==> src/hw/rtl/spq_pkg.sv <==
// Shared types and constants of the sorted priority queue.
package spq_pkg;

    localparam int DEF_CAPACITY = 16;
    localparam int HANDLE_W     = 8;
    localparam int PRIO_W       = 8;
    localparam int COUNT_W      = 5;

    // Operation codes carried in the input tuser bit.
    localparam logic CMD_PUSH = 1'b0;
    localparam logic CMD_POP  = 1'b1;

    // What one cell shows to its neighbours.
    typedef struct packed {
        logic                occ;
        logic                ge;
        logic [HANDLE_W-1:0] handle;
        logic [PRIO_W-1:0]   prio;
    } t_link;

    // Operation broadcast to every cell of the chain.
    typedef struct packed {
        logic                push;
        logic                pop;
        logic [HANDLE_W-1:0] handle;
        logic [PRIO_W-1:0]   prio;
    } t_op;

endpackage

==> src/hw/rtl/sorted_priority_queue_top.sv <==
// Top level of the sorted priority queue: cell chain, count and output register.
//
//  Channel | Direction | tdata (low bit first)                         | tuser
//  s       | in        | item_handle[7:0], item_priority[15:8]         | cmd
//  m       | out       | popped_handle[7:0], popped_priority[15:8],    | -
//          |           | popped_valid[16], push_rejected[17],          |
//          |           | entry_count[22:18], zero[23]                  |
//
// The whole chain of cells moves in the cycle a word is accepted, so a new
// word can be taken on every clock edge while the output is not stalled.
// The result appears in the cycle after acceptance and sits in an output
// register; a new word is accepted whenever that register is empty or is
// being emptied in the same cycle, so a stalled output stops the input.
// Reset (synchronous, active low) empties the queue and the output register
// at once; no clearing pass is needed since each cell keeps its own valid bit.
module sorted_priority_queue_top #(
    parameter int CAPACITY = spq_pkg::DEF_CAPACITY
) (
    input  logic        i_clk,
    input  logic        i_rst_n,
    // Input word stream.
    input  logic        i_s_tvalid,
    output logic        o_s_tready,
    input  logic [15:0] i_s_tdata,   // item_handle, item_priority
    input  logic        i_s_tuser,   // cmd
    // Result word stream.
    output logic        o_m_tvalid,
    input  logic        i_m_tready,
    output logic [23:0] o_m_tdata    // popped_handle, popped_priority, popped_valid,
                                     // push_rejected, entry_count, zero pad
);
    import spq_pkg::*;

    localparam int CW = $clog2(CAPACITY + 1);

    t_link w_link [CAPACITY];
    t_link w_head_left;
    t_link w_tail_right;
    t_op   w_op;

    logic                w_accept;
    logic                w_full;
    logic                w_empty;
    logic                w_is_pop;
    logic [CW-1:0]       r_count;
    logic [CW-1:0]       n_count;
    logic [31:0]         w_count_ext;

    logic                r_out_valid;
    logic [HANDLE_W-1:0] r_out_handle;
    logic [PRIO_W-1:0]   r_out_prio;
    logic                r_out_popped;
    logic                r_out_rejected;
    logic [COUNT_W-1:0]  r_out_count;

    // The input side is free whenever the output register can take a result.
    assign o_s_tready = !r_out_valid || i_m_tready;
    assign w_accept   = i_s_tvalid && o_s_tready;
    assign w_is_pop   = (i_s_tuser == CMD_POP);

    // Occupancy is contiguous from the head, so the end cells tell full and empty.
    assign w_full  = w_link[CAPACITY-1].occ;
    assign w_empty = !w_link[0].occ;

    // A push to a full queue and a pop from an empty one leave the chain alone.
    assign w_op = '{push:   w_accept && !w_is_pop && !w_full,
                    pop:    w_accept && w_is_pop && !w_empty,
                    handle: i_s_tdata[7:0],
                    prio:   i_s_tdata[15:8]};

    // The head sees a held entry that always outranks a new one, so a push
    // into an empty queue or ahead of everything lands in the first cell.
    assign w_head_left  = '{occ: 1'b1, ge: 1'b1, handle: '0, prio: '0};
    assign w_tail_right = '{occ: 1'b0, ge: 1'b0, handle: '0, prio: '0};

    for (genvar g = 0; g < CAPACITY; g++) begin : g_cell
        spq_cell u_cell (
            .i_clk   (i_clk),
            .i_rst_n (i_rst_n),
            .i_op    (w_op),
            .i_left  ((g == 0) ? w_head_left : w_link[(g == 0) ? 0 : g - 1]),
            .i_right ((g == CAPACITY - 1) ? w_tail_right
                                          : w_link[(g == CAPACITY - 1) ? g : g + 1]),
            .o_link  (w_link[g])
        );
    end

    always_comb begin
        n_count = r_count;
        if (w_op.push) begin
            n_count = r_count + CW'(1);
        end else if (w_op.pop) begin
            n_count = r_count - CW'(1);
        end
    end

    // The reported count is the count after this operation, masked to five bits.
    assign w_count_ext = 32'(n_count);

    always_ff @(posedge i_clk) begin
        if (!i_rst_n) begin
            r_count     <= '0;
            r_out_valid <= 1'b0;
        end else begin
            r_count <= n_count;
            if (w_accept) begin
                r_out_valid <= 1'b1;
            end else if (i_m_tready) begin
                r_out_valid <= 1'b0;
            end
        end
    end

    always_ff @(posedge i_clk) begin
        if (w_accept) begin
            r_out_handle   <= w_op.pop ? w_link[0].handle : '0;
            r_out_prio     <= w_op.pop ? w_link[0].prio : '0;
            r_out_popped   <= w_op.pop;
            r_out_rejected <= !w_is_pop && w_full;
            r_out_count    <= w_count_ext[COUNT_W-1:0];
        end
    end

    assign o_m_tvalid = r_out_valid;
    assign o_m_tdata  = {1'b0, r_out_count, r_out_rejected, r_out_popped,
                         r_out_prio, r_out_handle};

    // A result is never both a returned entry and a rejected push.
    a_flags_exclusive: assert property (@(posedge i_clk) disable iff (!i_rst_n)
        o_m_tvalid |-> !(r_out_popped && r_out_rejected))
        else $error("result marks both a popped entry and a rejected push");

    // The count never goes beyond the capacity.
    a_count_bound: assert property (@(posedge i_clk) disable iff (!i_rst_n)
        r_count <= CW'(CAPACITY))
        else $error("held count exceeds capacity");

    // The head cell is occupied exactly when the count is non-zero.
    a_head_matches_count: assert property (@(posedge i_clk) disable iff (!i_rst_n)
        w_link[0].occ == (r_count != '0))
        else $error("head occupancy disagrees with held count");

    // An accepted push into a queue with room grows the count by one.
    a_push_grows: assert property (@(posedge i_clk) disable iff (!i_rst_n)
        (w_accept && !w_is_pop && !w_full) |=> (r_count == $past(r_count) + CW'(1)))
        else $error("push did not grow the queue");

endmodule

==> src/hw/rtl/spq_cell.sv <==
// One slot of the sorted queue: holds an entry and shifts towards either neighbour.
module spq_cell (
    input  logic          i_clk,
    input  logic          i_rst_n,
    input  spq_pkg::t_op   i_op,
    input  spq_pkg::t_link i_left,
    input  spq_pkg::t_link i_right,
    output spq_pkg::t_link o_link
);
    import spq_pkg::*;

    logic                r_occ;
    logic                n_occ;
    logic [HANDLE_W-1:0] r_handle;
    logic [HANDLE_W-1:0] n_handle;
    logic [PRIO_W-1:0]   r_prio;
    logic [PRIO_W-1:0]   n_prio;
    logic                w_ge;

    // This entry stays ahead of the new one when it is held and not lower.
    assign w_ge = r_occ && (r_prio >= i_op.prio);

    assign o_link = '{occ: r_occ, ge: w_ge, handle: r_handle, prio: r_prio};

    always_comb begin
        n_occ    = r_occ;
        n_handle = r_handle;
        n_prio   = r_prio;
        if (i_op.push) begin
            n_occ = r_occ | i_left.occ;
            if (!w_ge) begin
                if (i_left.ge) begin
                    n_handle = i_op.handle;
                    n_prio   = i_op.prio;
                end else begin
                    n_handle = i_left.handle;
                    n_prio   = i_left.prio;
                end
            end
        end else if (i_op.pop) begin
            n_occ    = i_right.occ;
            n_handle = i_right.handle;
            n_prio   = i_right.prio;
        end
    end

    always_ff @(posedge i_clk) begin
        if (!i_rst_n) begin
            r_occ <= 1'b0;
        end else begin
            r_occ <= n_occ;
        end
    end

    always_ff @(posedge i_clk) begin
        r_handle <= n_handle;
        r_prio   <= n_prio;
    end

endmodule

==> config.mk <==
export PLATFORM = sky130hd
export DESIGN_NAME = sorted_priority_queue_top
export DESIGN_NICKNAME = d
export VERILOG_FILES = /design/src/hw/rtl/spq_pkg.sv /design/src/hw/rtl/sorted_priority_queue_top.sv /design/src/hw/rtl/spq_cell.sv
export SDC_FILE = /design/constraint.sdc
export NUM_CORES = 1
export LEC_CHECK = 0
export BUFFER_PORTS_ARGS = -buffer_cell sky130_fd_sc_hd__buf_4
export CAP_MARGIN = 15
export CORE_ASPECT_RATIO = 1.4
export CORE_MARGIN = 3
export CORE_UTILIZATION = 46
export DETAILED_ROUTE_END_ITERATION = 10
export PLACE_DENSITY_LB_ADDON = 0.15
export SLEW_MARGIN = 10
export SYNTH_ARGS = -nofsm -noshare
export SYNTH_HDL_FRONTEND = slang
export SYNTH_SLANG_ARGS = --single-unit
==> constraint.sdc <==
create_clock -name i_clk -period 4.7 [get_ports i_clk]
set_input_delay 0.705 -clock i_clk [delete_from_list [all_inputs] [get_ports i_clk]]
set_output_delay 0.705 -clock i_clk [all_outputs]
set_load 0.03 [all_outputs]
==> results.yml <==
status:
  status: "finished clean"
synth:
  synth_cell_types: 43
  ys_seq_elements: 301
  synth-main-ff-cell: "edfxtp_1"
  synth_compound_area_share_pct: 12.5
  synth_area_um2: 17300
  synth_edf_count: 279
  synthAdderAreaFrac_pct: 8.84
  synth_mux_area_share_pct: 13.1
  synth-xor-area-share_pct: 0.203
  netlist_instances: 1573
  synth.net_count: 1716
  async_flop_share_pct: 0
  synth_top_family_by_area: "multiplexers"
  yosys_warnings: 0
  seq_area_frac_synth_pct: 51.1
  avgSynthCellArea_um2: 11.0
  synth-simple-area-share_pct: 9.60
sta:
  slew_headroom_pct: 29.8
  fin_skew_ns: 0.0116
  tightestPinTransition_ns: 1.05
  postLayoutSetupSlackWorst_ns: 1.57
  rsz0062_at_grt: "no"
  tns_ns: 0
  clock.fmax_mhz: 320
  finalHoldViolCount: 0
  layout_min_cycle_time_ns: 3.13
  slew_viol_final: 0
  setup_viol: 0
  min_period_over_period_pct: 66.5
  hold_ws_ns: 0.421
cts:
  htree_levels: 1
  cts_tree: "yes"
  post_cts_buffers: 0
  clk_latency_ns: 0.58
  cts.sinks: 301
  cts_resized: 0
  cts.clk_slew.worst_paths_ns: 0.06
  clk_path_buf_depth: 3
  numCtsBuffers: 31
  clockRootBuffer: "clkbuf_16"
  holdBufCountCts: 0
worst_setup_path:
  worstSetupPathType: "in2reg"
  r2r_start: "g_cell[7].u_cell.r_prio[6]"
  cp.arrival_ns: 3.40
  endpoint_kind: "flip-flop"
  cp.required_ns: 4.97
  crit_path_start_kind: "primary input"
  startpoint: "i_s_tdata[15]"
  crit_fanout: 16
placement:
  dp_hpwl_mm: 33.0
  place_ws_ns: 0.916
  gp_congestion: 0.839
  port_buffers: 45
routing:
  wirelength_mm: 47.2
  drtIter0Drc: 1069
  wire_per_inst_um: 22.7
  vias: 12342
  ant_nets: 0
  drc: 0
  vias_per_cell: 5.94
  firstDrtPassIters: 5
hold_path:
  min_from: "i_s_tvalid"
  hold_class: "in2reg"
final_layout:
  final_nets: 1733
  diodes: 0
  area.growth.synth_to_final_pct: 10.4
  drive_above_1_share_pct: 9.80
die:
  die_w_um: 170
  ioPinCount: 47
  die_y_um: 235
  die_area_um2: 39900
  start_util_pct: 46.8
  core_area_um2: 36900
  rows: 83
grt:
  antenna_found_initial: 0
  gr-total-overflow: 0
  grt_max_degree: 101
  grt_pass1_wl_mm: 72.7
  track_usage_pct: 23.3
  grt_pass1_vias: 12313
power:
  p_per_area_nw_per_um2: 353
  ir_drop_uv: 279
  p_leak_nw: 7.03
flow_run:
  drv_cap: 0
-- sequential cells by signal (all words and copies together) (netlist names) --
name / flops
g_cell.u_cell.r_handle: 128
g_cell.u_cell.r_prio: 128
g_cell.u_cell.r_occ: 16
r_out_handle: 8
r_out_prio: 8
r_count: 5
r_out_count: 5
o_m_tvalid: 1
r_out_popped: 1
r_out_rejected: 1
-- area by class of cell --
cell class                 count  area [um^2]
inverter                      41          154
multi-input combinational   1114         7730
tap                          467          584
sequential                   301         8820
fill                        3285        17800
clock inverter                16          149
clock buffer                  39          806
timing repair buffer         101          808
-- layout by cell type, fill, tap and decap left out, types with 31 or more instances in the layout --
master	netlist	final
inv_1	40	40
nor2_1	227	227
mux2i_1	226	226
nand2_1	85	85
buf_4	22	97
a21oi_1	220	220
clkbuf_16	0	31
ha_1	122	122
o21ai_0	51	37
edfxtp_1	279	279
-- critical path, cell delays in order --
cell and delay [ns]:
buf_4 0.19, inv_1 0.56, ha_1 0.36, and3_1 0.17, a221oi_1 0.37, o22ai_2 0.15
o21ai_1 0.58, buf_4 0.31
-- worst paths after layout --
kind                                 to  slack (ns)  cells after the start
min                          o_m_tvalid        0.42                      3
min reg2reg      g_cell[1].u_cell.r_occ        0.52                      2
max reg2reg  g_cell[7].u_cell.r_prio[5]        2.02                      6
max          g_cell[7].u_cell.r_prio[5]        1.57                      8
-- cells in the mapped netlist, types with 15 or more instances --
cell type / count / area (um^2)
a21o_1: 16 / 120
a21oi_1: 220 / 1100
a221oi_1: 19 / 166
and2_1: 22 / 138
buf_2: 28 / 140
buf_4: 22 / 165
clkbuf_1: 45 / 169
dfxtp_1: 22 / 440
edfxtp_1: 279 / 8380
ha_1: 122 / 1530
inv_1: 40 / 150
mux2i_1: 226 / 2260
nand2_1: 85 / 319
nand3_1: 18 / 90.1
nor2_1: 227 / 852
o21ai_0: 51 / 255
o22ai_1: 15 / 93.8
-- stage by stage --
| step | utilization, % | cells | total power, mW | area, um^2 |
|---|---|---|---|---|
| 5_1_grt | 51.7 | 2079 | 7.00 | 19100 |
| 6_report | 51.7 | 2079 | 6.72 | 19100 |
| 3_3_place_gp | 49.1 | 2024 | 4.35 | 18100 |
| 2_1_floorplan | - | 1573 | 4.01 | 17300 |
| 3_5_place_dp | 49.1 | 2024 | 4.37 | 18100 |
| 4_1_cts | 51.7 | 2079 | 6.77 | 19100 |
-- power by group --
| group | internal, mW | switching [mW] | leakage [nW] | total, mW |
|---|---|---|---|---|
| logic | 0.380 | 0.630 | 3.76 | 1.01 |
| clock network | 1.36 | 1.03 | 0.467 | 2.40 |
| registers | 3.17 | 0.139 | 2.80 | 3.31 |
| total | 4.92 | 1.80 | 7.03 | 6.72 |
-- cell families (layout without fill, tap and decap cells) --
family / count (synthesis) / after routing
adders and majority gates: 122 / 122
buffers and inverters: 158 / 197
DFF: 301 / 301
other: 1 / 1
AOI/OAI and AO/OA: 371 / 371
and+or+nand+nor: 390 / 390
xor gates and xnor gates: 4 / 4
muxes: 226 / 226
-- per-layer routing --
| layer | vias to the layer above | global-route usage (%) | share of wire (%) |
|---|---|---|---|
| met4 | 0 | 7.94 | 3.3 |
| li1 | 5841 | - | - |
| met2 | 386 | 38.9 | 48 |
| met1 | 6020 | 31.8 | 43 |
| met3 | 95 | 2.17 | 5.1 |
| met5 | - | 0 | 0 |
No activity file was read; power rests on OpenSTA's default activity.
